### config.mk
export PLATFORM = sky130hd
export DESIGN_NAME = wavetable_channel_mixer_top
export DESIGN_NICKNAME = d
export VERILOG_FILES = /design/src/hdl/wtmix_pkg.sv /design/src/hdl/wavetable_channel_mixer_top.sv /design/src/hdl/wtmix_cell.sv /design/src/hdl/wtmix_voice.sv /design/src/hdl/wtmix_div.sv
export VERILOG_INCLUDE_DIRS = /design/src /design/src/hdl
export SDC_FILE = /design/constraint.sdc
export NUM_CORES = 2
export LEC_CHECK = 0
export BUFFER_PORTS_ARGS = -buffer_cell sky130_fd_sc_hd__buf_2
export CORE_MARGIN = 8
export CORE_UTILIZATION = 48
export DETAILED_ROUTE_END_ITERATION = 16
export GPL_ROUTABILITY_DRIVEN = 0
export PLACE_DENSITY = 0.74
export SETUP_SLACK_MARGIN = 0.4
export SLEW_MARGIN = 20
export SYNTH_ARGS = -nofsm -noshare
export SYNTH_HDL_FRONTEND = slang
export SYNTH_SLANG_ARGS = --single-unit
### constraint.sdc
create_clock -name clk -period 9.5 [get_ports clk]
set_input_delay 0 -clock clk [delete_from_list [all_inputs] [get_ports clk]]
set_output_delay 0 -clock clk [all_outputs]
set_load 0.01 [all_outputs]
### src/hdl/wavetable_channel_mixer_top_defines.svh
// Assertion helpers used by wavetable_channel_mixer_top.sv.
`ifndef WAVETABLE_CHANNEL_MIXER_TOP_DEFINES_SVH
`define WAVETABLE_CHANNEL_MIXER_TOP_DEFINES_SVH

// Same-cycle implication, checked on clk, off while rst_n is low.
`define WTMIX_ASSERT_NOW(label, ante, cons, msg) \
  label: assert property (@(posedge clk) disable iff (!rst_n) (ante) |-> (cons)) \
    else $error(msg);

// Next-cycle implication.
`define WTMIX_ASSERT_NEXT(label, ante, cons, msg) \
  label: assert property (@(posedge clk) disable iff (!rst_n) (ante) |=> (cons)) \
    else $error(msg);

`endif

### src/hdl/wtmix_pkg.sv
package wtmix_pkg;

  localparam int CHANNELS_DEF = 16;
  localparam int TABLE_SIZE   = 64;
  localparam int PHASE_W      = 14;
  localparam int STEP_W       = 13;
  localparam int VOL_W        = 7;
  localparam int LEVEL_W      = 16;
  localparam int SAMPLE_W     = 16;
  localparam int ACC_W        = 18;
  localparam int DIVD_W       = 19;
  localparam int DIVS_W       = 15;
  localparam logic [DIVD_W-1:0] STEP_NUM = 19'd474400;
  localparam logic [6:0] NOTE_MAX = 7'd84;

  localparam logic CMD_SET  = 1'b0;
  localparam logic CMD_TICK = 1'b1;

  typedef struct packed {
    logic [PHASE_W-1:0] phase;
    logic [STEP_W-1:0]  step;
    logic [VOL_W-1:0]   vol;
    logic               act;
  } chan_t;

  // Ramp: rising 0..255, 0 at index 32, then rising from -248 back toward 0.
  function automatic logic signed [9:0] ramp_at(input logic [5:0] idx);
    logic signed [10:0] v;
    v = $signed({1'b0, idx, 3'b000});
    if (idx < 6'd31) return v[9:0];
    else if (idx == 6'd31) return 10'sd255;
    else if (idx == 6'd32) return 10'sd0;
    else return 10'(v - 11'sd512);
  endfunction

  // Ten times the semitone period at the top octave.
  function automatic logic [DIVS_W-1:0] per10_at(input logic [3:0] semi);
    logic [DIVS_W-1:0] r;
    case (semi)
      4'd0:    r = 15'd10240;
      4'd1:    r = 15'd10850;
      4'd2:    r = 15'd11490;
      4'd3:    r = 15'd12180;
      4'd4:    r = 15'd12900;
      4'd5:    r = 15'd13670;
      4'd6:    r = 15'd14480;
      4'd7:    r = 15'd15340;
      4'd8:    r = 15'd16250;
      4'd9:    r = 15'd17220;
      4'd10:   r = 15'd18250;
      4'd11:   r = 15'd19330;
      default: r = 15'd10240;
    endcase
    return r;
  endfunction

endpackage

### src/hdl/wavetable_channel_mixer_top.sv
// Wavetable channel mixer.
// Input stream: each request is a set-channel (in_tuser = 0) or a sample tick
// (in_tuser = 1). A set-channel request writes volume, active flag and a phase
// step for one channel and gives no output; channels at or above CHANNELS are
// ignored. A tick gives one mixed, saturated sample on the output stream,
// with out_tuser flagging a clipped sum.
// Set-channel: the note period is divided into the step numerator by a
// restoring divider, one bit a cycle, giving 19 quotient bits; the step is
// then written to the channel cell as the block returns to idle.
// Tick: the channel ring rotates once through the shared voice unit, one
// channel a cycle; the sum then passes the voice unit's stage registers and
// the flush state, and the next request is taken once the result is loaded.
// One request is in flight at a time; in_tready is high only when idle.
// A finished sample waits in the output register; if the receiver stalls
// and a new tick completes, the block holds until that register is free.
// cfg_wr_en writes the envelope level at any edge; write it only when idle.
// Reset (rst_n low, synchronous) clears all channel state, the level goes to
// 65535, and the output register is emptied.
`include "wavetable_channel_mixer_top_defines.svh"

module wavetable_channel_mixer_top #(
  parameter int CHANNELS = wtmix_pkg::CHANNELS_DEF
) (
  input  logic        clk,
  input  logic        rst_n,
  input  logic        in_tvalid,
  output logic        in_tready,
  input  logic [23:0] in_tdata,   // channel_index[3:0], note_number[10:4],
                                  // volume[17:11], active[18], zero[23:19]
  input  logic        in_tuser,   // command
  output logic        out_tvalid,
  input  logic        out_tready,
  output logic [15:0] out_tdata,  // sample[15:0]
  output logic        out_tuser,  // saturated
  input  logic        cfg_wr_en,
  input  logic [15:0] cfg_wr_data // envelope_level
);

  localparam int CNT_W = (CHANNELS > 1) ? $clog2(CHANNELS) : 1;

  typedef enum logic [4:0] {
    ST_IDLE  = 5'b00001,
    ST_DIV   = 5'b00010,
    ST_MIX   = 5'b00100,
    ST_FLUSH = 5'b01000,
    ST_DONE  = 5'b10000
  } state_t;

  state_t state_r, state_nxt;

  logic [3:0] in_ch;
  logic [6:0] in_note, in_vol, note_c;
  logic       in_act, in_acc;

  assign in_ch   = in_tdata[3:0];
  assign in_note = in_tdata[10:4];
  assign in_vol  = in_tdata[17:11];
  assign in_act  = in_tdata[18];
  assign in_acc  = in_tvalid && in_tready;

  // level register
  logic [15:0] level_r;
  always_ff @(posedge clk) begin
    if (!rst_n) begin
      level_r <= 16'hffff;
    end else if (cfg_wr_en) begin
      level_r <= cfg_wr_data;
    end
  end

  // note -> period: n = 120 - note, octave = n / 12 via reciprocal
  logic [6:0]  n_v;
  logic [14:0] n_mul;
  logic [3:0]  oct, semi;
  logic [7:0]  oct12;
  logic [14:0] per;

  assign note_c = (in_note > wtmix_pkg::NOTE_MAX) ? wtmix_pkg::NOTE_MAX : in_note;
  assign n_v    = 7'd120 - note_c;
  assign n_mul  = n_v * 8'd171;
  assign oct    = n_mul[14:11];
  assign oct12  = oct * 4'd12;
  assign semi   = 4'(n_v - oct12[6:0]);
  assign per    = wtmix_pkg::per10_at(semi) >> (oct - 4'd3);

  logic        set_ok;
  logic        div_start, div_done;
  logic [18:0] div_q;

  assign set_ok    = (32'(in_ch) < CHANNELS);
  assign div_start = in_acc && (in_tuser == wtmix_pkg::CMD_SET) && set_ok;

  wtmix_div u_div (
    .clk      (clk),
    .rst_n    (rst_n),
    .start    (div_start),
    .divisor  (per),
    .done     (div_done),
    .quotient (div_q)
  );

  // pending write data
  logic [3:0] wr_ch_r;
  logic [6:0] wr_vol_r;
  logic       wr_act_r;
  always_ff @(posedge clk) begin
    if (div_start) begin
      wr_ch_r  <= in_ch;
      wr_vol_r <= in_vol;
      wr_act_r <= in_act;
    end
  end

  wtmix_pkg::chan_t wr_data;
  always_comb begin
    wr_data       = '0;
    wr_data.step  = div_q[12:0];
    wr_data.vol   = wr_vol_r;
    wr_data.act   = wr_act_r;
  end

  // channel ring: cell 0 feeds the voice unit, its update re-enters at the tail
  wtmix_pkg::chan_t cell_q [CHANNELS];
  wtmix_pkg::chan_t head_nxt;
  logic             shift_en;

  assign shift_en = (state_r == ST_MIX);

  for (genvar i = 0; i < CHANNELS; i++) begin : g_cell
    wtmix_pkg::chan_t nbr;
    if (i == CHANNELS - 1) begin : g_tail
      assign nbr = head_nxt;
    end else begin : g_mid
      assign nbr = cell_q[i+1];
    end
    wtmix_cell u_cell (
      .clk      (clk),
      .rst_n    (rst_n),
      .shift_en (shift_en),
      .nbr_in   (nbr),
      .wr_en    (div_done && (32'(wr_ch_r) == i)),
      .wr_data  (wr_data),
      .st_out   (cell_q[i])
    );
  end

  logic signed [17:0] sum;
  logic               acc_clr;

  assign acc_clr = in_acc && (in_tuser == wtmix_pkg::CMD_TICK);

  wtmix_voice u_voice (
    .clk       (clk),
    .rst_n     (rst_n),
    .sample_en (shift_en),
    .acc_clr   (acc_clr),
    .head      (cell_q[0]),
    .level     (level_r),
    .head_nxt  (head_nxt),
    .sum       (sum)
  );

  // output register state
  logic        out_valid_r, out_valid_nxt;
  logic [15:0] out_data_r, sat_val;
  logic        out_sat_r, sat_hit;

  // sequencer
  logic [CNT_W-1:0] cnt_r, cnt_nxt;
  logic             out_free, load_out;

  assign out_free = !out_valid_r || out_tready;
  assign load_out = (state_r == ST_DONE) && out_free;

  always_comb begin
    state_nxt = state_r;
    cnt_nxt   = cnt_r;
    case (state_r)
      ST_IDLE: begin
        if (in_acc) begin
          if (in_tuser == wtmix_pkg::CMD_TICK) begin
            state_nxt = ST_MIX;
            cnt_nxt   = '0;
          end else if (set_ok) begin
            state_nxt = ST_DIV;
          end
        end
      end
      ST_DIV: begin
        if (div_done) state_nxt = ST_IDLE;
      end
      ST_MIX: begin
        cnt_nxt = cnt_r + CNT_W'(1);
        if (cnt_r == CNT_W'(CHANNELS - 1)) state_nxt = ST_FLUSH;
      end
      ST_FLUSH: state_nxt = ST_DONE;
      ST_DONE: begin
        if (out_free) state_nxt = ST_IDLE;
      end
      default: state_nxt = ST_IDLE;
    endcase
  end

  always_ff @(posedge clk) begin
    if (!rst_n) begin
      state_r <= ST_IDLE;
      cnt_r   <= '0;
    end else begin
      state_r <= state_nxt;
      cnt_r   <= cnt_nxt;
    end
  end

  assign in_tready = (state_r == ST_IDLE);

  // saturation and output register
  always_comb begin
    sat_hit = 1'b0;
    sat_val = sum[15:0];
    if (sum > 18'sd32767) begin
      sat_val = 16'h7fff;
      sat_hit = 1'b1;
    end else if (sum < -18'sd32768) begin
      sat_val = 16'h8000;
      sat_hit = 1'b1;
    end
  end

  always_comb begin
    out_valid_nxt = out_valid_r;
    if (load_out) out_valid_nxt = 1'b1;
    else if (out_tready) out_valid_nxt = 1'b0;
  end

  always_ff @(posedge clk) begin
    if (!rst_n) begin
      out_valid_r <= 1'b0;
    end else begin
      out_valid_r <= out_valid_nxt;
    end
  end

  always_ff @(posedge clk) begin
    if (load_out) begin
      out_data_r <= sat_val;
      out_sat_r  <= sat_hit;
    end
  end

  assign out_tvalid = out_valid_r;
  assign out_tdata  = out_data_r;
  assign out_tuser  = out_sat_r;

  `WTMIX_ASSERT_NOW(a_sat_rail, out_tvalid && out_tuser,
    out_tdata == 16'h7fff || out_tdata == 16'h8000, "clip flag without rail value")
  `WTMIX_ASSERT_NOW(a_div_state, div_done, state_r == ST_DIV,
    "divider finished outside set-channel")
  `WTMIX_ASSERT_NEXT(a_tick_start, in_acc && in_tuser == wtmix_pkg::CMD_TICK,
    state_r == ST_MIX && cnt_r == '0, "tick did not start ring walk")

endmodule

### src/hdl/wtmix_cell.sv
module wtmix_cell (
  input  logic              clk,
  input  logic              rst_n,
  input  logic              shift_en,
  input  wtmix_pkg::chan_t  nbr_in,
  input  logic              wr_en,
  input  wtmix_pkg::chan_t  wr_data,
  output wtmix_pkg::chan_t  st_out
);

  wtmix_pkg::chan_t st_r, st_nxt;

  always_comb begin
    st_nxt = st_r;
    if (shift_en) begin
      st_nxt = nbr_in;
    end else if (wr_en) begin
      st_nxt.step = wr_data.step;
      st_nxt.vol  = wr_data.vol;
      st_nxt.act  = wr_data.act;
    end
  end

  always_ff @(posedge clk) begin
    if (!rst_n) begin
      st_r <= '0;
    end else begin
      st_r <= st_nxt;
    end
  end

  assign st_out = st_r;

endmodule

### src/hdl/wtmix_voice.sv
module wtmix_voice (
  input  logic                                    clk,
  input  logic                                    rst_n,
  input  logic                                    sample_en,
  input  logic                                    acc_clr,
  input  wtmix_pkg::chan_t                        head,
  input  logic [wtmix_pkg::LEVEL_W-1:0]           level,
  output wtmix_pkg::chan_t                        head_nxt,
  output logic signed [wtmix_pkg::ACC_W-1:0]      sum
);

  logic                  live;
  logic [5:0]            idx, idx1;
  logic [7:0]            frac;
  logic signed [9:0]     a_v, n_v, d_v, b_v;
  logic signed [18:0]    dprod;
  logic [22:0]           gain_full;
  logic signed [17:0]    bprod;
  logic signed [17:0]    bshift;

  logic                  s1_valid_r, s1_live_r;
  logic signed [9:0]     s1_b_r;
  logic [6:0]            s1_gain_r;
  logic signed [wtmix_pkg::ACC_W-1:0] acc_r, acc_nxt;

  assign live = head.act && (head.vol != '0);
  assign idx  = head.phase[13:8];
  assign idx1 = idx + 6'd1;
  assign frac = head.phase[7:0];
  assign a_v  = wtmix_pkg::ramp_at(idx);
  assign n_v  = wtmix_pkg::ramp_at(idx1);
  assign d_v  = n_v - a_v;
  assign dprod = d_v * $signed({1'b0, frac});
  assign b_v   = a_v + 10'(dprod >>> 8);
  assign gain_full = head.vol * level;

  always_comb begin
    head_nxt = head;
    if (live) begin
      head_nxt.phase = head.phase + wtmix_pkg::PHASE_W'(head.step);
    end
  end

  // stage 1: interpolated value and gain
  always_ff @(posedge clk) begin
    if (!rst_n) begin
      s1_valid_r <= 1'b0;
    end else begin
      s1_valid_r <= sample_en;
    end
  end

  always_ff @(posedge clk) begin
    s1_b_r    <= b_v;
    s1_gain_r <= gain_full[22:16];
    s1_live_r <= live;
  end

  // stage 2: scale and accumulate
  assign bprod  = s1_b_r * $signed({1'b0, s1_gain_r});
  assign bshift = bprod >>> 4;

  always_comb begin
    acc_nxt = acc_r;
    if (acc_clr) begin
      acc_nxt = '0;
    end else if (s1_valid_r && s1_live_r) begin
      acc_nxt = acc_r + wtmix_pkg::ACC_W'(bshift);
    end
  end

  always_ff @(posedge clk) begin
    if (!rst_n) begin
      acc_r <= '0;
    end else begin
      acc_r <= acc_nxt;
    end
  end

  assign sum = acc_r;

endmodule

### src/hdl/wtmix_div.sv
module wtmix_div (
  input  logic                             clk,
  input  logic                             rst_n,
  input  logic                             start,
  input  logic [wtmix_pkg::DIVS_W-1:0]     divisor,
  output logic                             done,
  output logic [wtmix_pkg::DIVD_W-1:0]     quotient
);

  localparam int CNT_W = $clog2(wtmix_pkg::DIVD_W + 1);

  logic [wtmix_pkg::DIVS_W:0]   rem_r, rem_nxt, trial;
  logic [wtmix_pkg::DIVD_W-1:0] quo_r, quo_nxt;
  logic [wtmix_pkg::DIVS_W-1:0] dvs_r, dvs_nxt;
  logic [CNT_W-1:0]             cnt_r, cnt_nxt;
  logic                         busy_r, busy_nxt, done_r, done_nxt;

  // one quotient bit per cycle, restoring
  assign trial = {rem_r[wtmix_pkg::DIVS_W-1:0], quo_r[wtmix_pkg::DIVD_W-1]};

  always_comb begin
    rem_nxt  = rem_r;
    quo_nxt  = quo_r;
    dvs_nxt  = dvs_r;
    cnt_nxt  = cnt_r;
    busy_nxt = busy_r;
    done_nxt = 1'b0;
    if (start) begin
      rem_nxt  = '0;
      quo_nxt  = wtmix_pkg::STEP_NUM;
      dvs_nxt  = divisor;
      cnt_nxt  = CNT_W'(wtmix_pkg::DIVD_W);
      busy_nxt = 1'b1;
    end else if (busy_r) begin
      if (trial >= {1'b0, dvs_r}) begin
        rem_nxt = trial - {1'b0, dvs_r};
        quo_nxt = {quo_r[wtmix_pkg::DIVD_W-2:0], 1'b1};
      end else begin
        rem_nxt = trial;
        quo_nxt = {quo_r[wtmix_pkg::DIVD_W-2:0], 1'b0};
      end
      cnt_nxt = cnt_r - CNT_W'(1);
      if (cnt_r == CNT_W'(1)) begin
        busy_nxt = 1'b0;
        done_nxt = 1'b1;
      end
    end
  end

  always_ff @(posedge clk) begin
    if (!rst_n) begin
      busy_r <= 1'b0;
      done_r <= 1'b0;
      cnt_r  <= '0;
    end else begin
      busy_r <= busy_nxt;
      done_r <= done_nxt;
      cnt_r  <= cnt_nxt;
    end
  end

  always_ff @(posedge clk) begin
    rem_r <= rem_nxt;
    quo_r <= quo_nxt;
    dvs_r <= dvs_nxt;
  end

  assign done     = done_r;
  assign quotient = quo_r;

endmodule
# Word level (Yosys, flattened, before mapping)
# Memory sizes are Yosys's and may differ from the RTL's.
# Cells that the tools add are included.
word_totals:
  reg_bits: 708
  romBits: 224
  input_bits: 46
  out_inout_bits: 19
  word_cells: 256
  memories: 1
mem_list:
  columns: ["memory", "words", "width", "read_ports", "rd_clocked_by_memory_dff", "wr", "line", "source"]
  rows:
  - ["(no name shown)", 16, 14, 1, 0, 0, "wtmix_pkg.sv:39", "case (semi)"]
op_classes:
  n_addsub: 13
  multipliers: 5
  n_lt_le_gt_ge: 6
  eq_ne: 31
  shifts: 1
  muxes: 61
  bitwise: 3
  n_reduce_logical: 50
ops:
  columns: ["op", "count"]
  rows:
  - ["$mux W21", 32]
  - ["$mux W10", 6]
  - ["$reduce_bool A2 Y1", 19]
  - ["$eq A4 B4 Y1 const B", 9]
  - ["$mux W5", 6]
  - ["$pmux W5 S5", 1]
  - ["$mul A7 B16 Y23", 1]
  - ["$logic_and A1 B1 Y1", 22]
  - ["$sub A9 B10 Y10 const B", 2]
  - ["$add A18 B14 Y18", 1]
  - ["$gt A18 B16 Y1 const B", 1]
  - ["$lt A18 B16 Y1 const B", 1]
  - ["$mul A10 B8 Y18", 1]
  - ["$mul A10 B9 Y18", 1]
  - ["$eq A4 B3 Y1 const B", 4]
  - ["$ge A16 B15 Y1", 1]
  - ["$mux W16", 1]
  - ["$mul A7 B8 Y15 const B", 1]
  - ["$mux W15", 1]
  - ["$shr A15 B4 Y15", 1]
  - ["$sub A15 B15 Y15", 1]
  - ["$add A14 B13 Y14", 1]
  - ["$mux W14", 1]
  - ["$eq A6 B5 Y1 const B", 2]
  - ["other kinds (35)", 53]

# Depth between registers and ports, before layout
logic_depth:
  word_depth: 8
  mapped_depth: 39
  mapped_depth_nobuf: 38

# Modules after synthesis
# Synthesis repeated with hierarchy kept, for this count alone.
hier_totals:
  cells_unflattened: 4424
  area_unflattened_um2: 45648.8
by_module_without_submodules:
  columns: ["module", "instances", "cells_each", "area_each_um2", "seq_area_each_um2"]
  rows:
  - ["wtmix_cell", 16, 138, 1665.3, 700.7]
  - ["wtmix_voice", 1, 1390, 11691.2, 740.7]
  - ["wavetable_channel_mixer_top", 1, 516, 4414.2, 1391.3]
  - ["wtmix_div", 1, 310, 2897.8, 1271.2]

# Worst setup path before layout
# OpenSTA, ideal clock, no wires.
synth_path:
  path_kind: "reg2reg"
  start: "register g_cell[0].u_cell.st_r (netlist bit g_cell[0].u_cell.st_out[30])"
  end: "register u_voice.s1_b_r[9]"
  setup_ns: 0.121
  arrival_ns: 7.890
  required_time_ns: 9.379
  slack_ns: 1.489
  path_stages_with_launch: 34
  path_buffers: 0
  synth_period_minus_slack_ns: 8.011
  path_cell_list: "dfxtp_1 > ha_1 > nand3_1 > nor3_1 > inv_1 > ha_1 > nor2b_1 > o21ai_0 > a21boi_0 > o21a_1 > nor2_1 > xnor2_1 > nand2_1 > fa_1 > fa_1 > fa_1 > fa_1 > inv_1 > ha_1 > or3_1 > o21ai_0 > nor2b_1 > o21a_1 > nor2_1 > ha_1 > a21o_1 > a21oi_1 > nor2b_1 > o21a_1 > o41ai_1 > o21ai_0 > xnor2_1 > xnor2_1 > xnor2_1"
synth_via:
  elab_chain_cells: 8
  elab_cells_between_ends: 18
  classes_between: "add/sub: 5; mul: 1; order compare: 2; eq/ne: 4; mux: 6"
synth_lines:
  columns: ["item", "line", "source"]
  rows:
  - ["start, declared", "wtmix_cell.sv:11", "wtmix_pkg::chan_t st_r, st_nxt;"]
  - ["start signal, assigned", "wtmix_cell.sv:28", "st_r <= st_nxt;"]
  - ["$add A6 B1 Y6", "wtmix_voice.sv:28", "assign idx1 = idx + 6'd1;"]
  - ["$sub A9 B10 Y10 or $eq A6 B6 Y1 (tied branches)", "wtmix_pkg.sv:33, wtmix_pkg.sv:32", null]
  - ["$mux W10", "wtmix_pkg.sv:32", "else if (idx == 6'd32) return 10'sd0;"]
  - ["$mux W10", "wtmix_pkg.sv:31", "else if (idx == 6'd31) return 10'sd255;"]
  - ["$mux W10", "wtmix_pkg.sv:30", "if (idx < 6'd31) return v[9:0];"]
  - ["$sub A10 B10 Y10", "wtmix_voice.sv:32", "assign d_v = n_v - a_v;"]
  - ["$mul A10 B9 Y18", "wtmix_voice.sv:33", "assign dprod = d_v * $signed({1'b0, frac});"]
  - ["$add A10 B10 Y10 (*)", "wtmix_voice.sv:34", "assign b_v = a_v + 10'(dprod >>> 8);"]
  - ["net u_voice.b_v[9]", "wtmix_voice.sv:15", "logic signed [9:0] a_v, n_v, d_v, b_v;"]
  - ["end signal, assigned", "wtmix_voice.sv:54", "s1_b_r <= b_v;"]
  - ["end, declared", "wtmix_voice.sv:22", "logic signed [9:0] s1_b_r;"]
# Mark *: on every way through the listed nets, which the timed path passes. The rest lies on a longest branch.
# A chain may end at the register's enable or synchronous reset.

# Worst setup path after layout
layout_path:
  start: "register g_cell[0].u_cell.st_r (netlist bit g_cell[0].u_cell.st_out[31])"
  end: "register u_voice.s1_b_r[9]"
# Same word-level chain as after synthesis.

==> impl_table.tex <==
\begin{tabular}{lr}
\hline
Metric & Value \\
\hline
\multicolumn{2}{l}{\textbf{Placement}} \\
Post-DP HPWL & 55.3 mm \\
Buffers added on ports & 59 \\
Number of placed cells counting well taps & 5492 \\
Worst slack at placement & 0.461 ns \\
\multicolumn{2}{l}{\textbf{Power}} \\
Worst IR Drop VDD & 0.571 mV \\
Power density of the placed cells & 207 mW/mm\^{}2 \\
Power Total & 9.19 mW \\
Net switching share of the total power & 33.1\% \\
Relative contribution of the clock network to total power & 33.5\% \\
Leakage power of the design & 18.0 nW \\
Internal portion of total power & 6.15 mW \\
Gate power share & 29.5\% \\
Switching Power & 3.04 mW \\
Sequential Power Share & 37.1\% \\
\multicolumn{2}{l}{\textbf{Clock network}} \\
Clk\_lat worst skew & 0.64 ns \\
Clock sink total & 708 \\
CTS H-Tree Depth & 3 \\
Buffers from clock root to sink, at most & 3 \\
TritonCTS clock tree & yes \\
Clk root buf & sky130\_fd\_sc\_hd\_\_clkbuf\_16 \\
Register clock-pin slew on the reported worst setup and hold paths & 0.06 ns \\
Number of clock buffers inserted by TritonCTS & 77 \\
\multicolumn{2}{l}{\textbf{STA}} \\
Slew at the pin closest to its max-slew limit & 1.13 ns \\
Crit path time final & 8.59 ns \\
Setup TNS & 0 ns \\
Number of hold-slack violations in the final timing report & 0 \\
Final setup violation count & 0 \\
Fraction of the cycle the final worst path needs & 90.5\% \\
Final Slew Violations & 0 \\
Timing-limited maximum frequency & 0.116 GHz \\
Max-Slew Margin vs Limit & 24.6\% \\
RSZ-0062 raised after global routing & no \\
Worst clock skew & 0.0318 ns \\
Min setup slack post-route & 0.907 ns \\
\multicolumn{2}{l}{\textbf{Global route}} \\
Global router's overall resource usage & 18.3\% \\
Vias in the first global route & 30300 \\
Largest net degree at the start of global routing & 229 \\
GR Overflow Total & 0 \\
Number of antenna violations at the first check in global routing & 0 \\
First-pass GRT wire length & 149 mm \\
\multicolumn{2}{l}{\textbf{Worst setup path}} \\
Critical Path Slowest Stage Cell & sky130\_fd\_sc\_hd\_\_dfxtp\_1 \\
Worst reg-to-reg setup slack & 0.91 ns \\
Critical Path RT & 10.03 ns \\
Dominant delay contributor by cell family on the critical path & adder cells \\
CP Data Arrival Time & 9.12 ns \\
Start-to-end type of the worst setup path & register to register \\
Critical path buffer and inverter count & 1 \\
CP endpoint kind & register \\
Sort of element at the start of the critical path & register \\
Crit-path max cell delay & 0.63 ns \\
Max FO, Critical Path & 10 \\
Cell mode on critical path & sky130\_fd\_sc\_hd\_\_ha\_1 \\
\multicolumn{2}{l}{\textbf{Flow run}} \\
Maxcap violations & 0 \\
\multicolumn{2}{l}{\textbf{Cells and area}} \\
Number of diodes & 0 \\
Area of the multi-input gates & 0.0234 mm\^{}2 \\
Fraction of final layout cells with drive strength greater than 1 & 6.04\% \\
Final-layout fill cell count & 7378 \\
Fin cells & 5703 \\
Area of all sequential standard cells & 0.0146 mm\^{}2 \\
Area growth, synth to finish & 10.4\% \\
Final \#Nets & 5022 \\
\multicolumn{2}{l}{\textbf{Die}} \\
Horiz. Die Dim & 306 um \\
Number of top-level pins & 65 \\
Floorplan die area & 0.0934 mm\^{}2 \\
Area of the core & 0.0834 mm\^{}2 \\
Vertical extent of the die & 306 um \\
Initial Util & 48.3\% \\
FP Rows & 106 \\
\multicolumn{2}{l}{\textbf{Routing}} \\
DRT antenna net count & 0 \\
DRC violation total after the first TritonRoute iteration & 2295 \\
Post-detailed-routing wire length & 87.2 mm \\
Final routed wire length divided by cell count & 15.3 um \\
Via/cell ratio & 5.46 \\
Drc violations & 0 \\
Total vias in the final route & 31200 \\
Length of the first detailed-routing pass in iterations & 5 \\
\multicolumn{2}{l}{\textbf{Logic synthesis}} \\
Yosys Warn Count & 0 \\
Syn\_nets & 5119 \\
Proportion of synthesized chip area in sequential cells & 36.3\% \\
Post-Syn Area per Cell & 8.65 um\^{}2 \\
Share of async-settable or async-resettable flops after synthesis & 0\% \\
Syn Std Cell Area & 0.0403 mm\^{}2 \\
Number of different library cells in the post-synthesis netlist & 74 \\
Number of synthesized flops with an enable pin & 44 \\
Total of flip-flops plus latches after synthesis & 708 \\
Most frequently used flop master after synthesis & sky130\_fd\_sc\_hd\_\_dfxtp\_1 \\
Synthesized instance count & 4656 \\
\multicolumn{2}{l}{\textbf{Outcome}} \\
Outcome & finished clean \\
\multicolumn{2}{l}{\textbf{Worst hold path}} \\
Worst hold path type & input pin to register \\
\hline
\end{tabular}
## power groups by stage
stage	Sequential (mW)	Clock, mW	Combinational (mW)
3_5_place_dp	3.47	0	2.64
3_3_place_gp	3.47	0	2.59
2_1_floorplan	3.32	0	2.27
6_report	3.41	3.08	2.71
4_1_cts	3.41	3.14	2.68
5_1_grt	3.43	3.26	3.04
## worst paths after layout
check                               startpoint                           to  depth (start not counted)
setup / recovery   g_cell[0].u_cell.st_out[31]            u_voice.s1_b_r[9]                         32
hold / removal                     in_tdata[3]                   wr_ch_r[3]                          2
setup reg to reg   g_cell[0].u_cell.st_out[31]            u_voice.s1_b_r[9]                         32
hold reg to reg   g_cell[10].u_cell.st_out[23]  g_cell[9].u_cell.st_out[23]                          2
## placed cells by master, fill, tap and decap left out, types with 43 or more instances in the layout
cell	n
sky130_fd_sc_hd__nand2_1	790
sky130_fd_sc_hd__dfxtp_1	661
sky130_fd_sc_hd__a21oi_1	428
sky130_fd_sc_hd__nor2_1	364
sky130_fd_sc_hd__inv_1	302
sky130_fd_sc_hd__mux2i_1	272
sky130_fd_sc_hd__a211oi_1	227
sky130_fd_sc_hd__ha_1	219
sky130_fd_sc_hd__fa_1	198
sky130_fd_sc_hd__a22oi_1	127
sky130_fd_sc_hd__and2_1	123
sky130_fd_sc_hd__clkbuf_16	77
sky130_fd_sc_hd__xnor2_1	74
sky130_fd_sc_hd__o21ai_0	67
sky130_fd_sc_hd__dlygate4sd3_1	65
sky130_fd_sc_hd__buf_2	59
sky130_fd_sc_hd__edfxtp_1	44
sky130_fd_sc_hd__nor3_1	43
## Yosys cell counts, types with 41 or more instances
| library cell | number | area, um^2 |
|---|---|---|
| sky130_fd_sc_hd__a211oi_1 | 227 | 1700 |
| sky130_fd_sc_hd__a21oi_1 | 429 | 2150 |
| sky130_fd_sc_hd__a22oi_1 | 127 | 953 |
| sky130_fd_sc_hd__and2_1 | 123 | 769 |
| sky130_fd_sc_hd__buf_1 | 43 | 161 |
| sky130_fd_sc_hd__clkbuf_1 | 292 | 1100 |
| sky130_fd_sc_hd__dfxtp_1 | 664 | 13300 |
| sky130_fd_sc_hd__edfxtp_1 | 44 | 1320 |
| sky130_fd_sc_hd__fa_1 | 198 | 3960 |
| sky130_fd_sc_hd__ha_1 | 219 | 2740 |
| sky130_fd_sc_hd__inv_1 | 302 | 1130 |
| sky130_fd_sc_hd__mux2i_1 | 272 | 2720 |
| sky130_fd_sc_hd__nand2_1 | 790 | 2970 |
| sky130_fd_sc_hd__nand3_1 | 41 | 205 |
| sky130_fd_sc_hd__nor2_1 | 377 | 1420 |
| sky130_fd_sc_hd__nor3_1 | 43 | 215 |
| sky130_fd_sc_hd__o21ai_0 | 67 | 335 |
| sky130_fd_sc_hd__xnor2_1 | 78 | 683 |
## registers in the layout, indices dropped and copies added, names as in the netlist, 4 cells and up
signal	flops
level_r	16
state_r	5
wr_vol_r	7
g_cell.u_cell.st_out	560
u_voice.sum	18
cnt_r	4
u_voice.s1_b_r	10
u_div.rem_r	15
u_div.cnt_r	5
u_div.quotient	19
u_div.dvs_r	15
u_voice.s1_gain_r	7
out_tdata	16
wr_ch_r	4
## repair_timing
action,4_1_cts,5_1_grt
hold endpoints to repair,39,0
gates resized for setup,1,11
setup buffers,0,2
hold buffers,65,0
setup endpoints to repair,1,3
pin swaps,0,1
## through the flow
stage / hold slack [ns] / cell area [um^2] / utilization, %
final: 0.0683 / 44500 / 53.3
after global routing: 0.0545 / 44500 / 53.3
after detailed placement: 0.178 / 41000 / 49.2
after CTS: 0.0339 / 44400 / 53.2
after global placement: 0.178 / 41000 / 49.2
after floorplan: 0.0989 / 40300 / -
## cells by family after synthesis
kind of cell | Yosys count | synth area share [%]
AOI/OAI and AO/OA | 1003 | 15.9
buffers and inverters | 648 | 6.08
xor gates and xnor gates | 107 | 2.35
DFF | 708 | 36.3
and+or+nand+nor | 1495 | 15.8
muxes | 278 | 6.96
adders and majority gates | 417 | 16.6
## metal layers
layer	global-route usage [%]	wire length, um	vias up
li1	-	-	15500
met1	24.2	40100	14900
met2	31.5	42200	572
met3	2.56	3280	134
met4	4.51	1700	0
met5	0	0	-
## layout make-up
class / instances / share of cell area [%]
multi-input combinational: 3300 / 52.5
sequential: 708 / 32.9
clock buffer: 102 / 4.88
tap: 1080 / 3.04
timing repair buffer: 166 / 2.92
inverter: 306 / 2.60
clock inverter: 41 / 1.13
(Power assumes the default switching activity.)
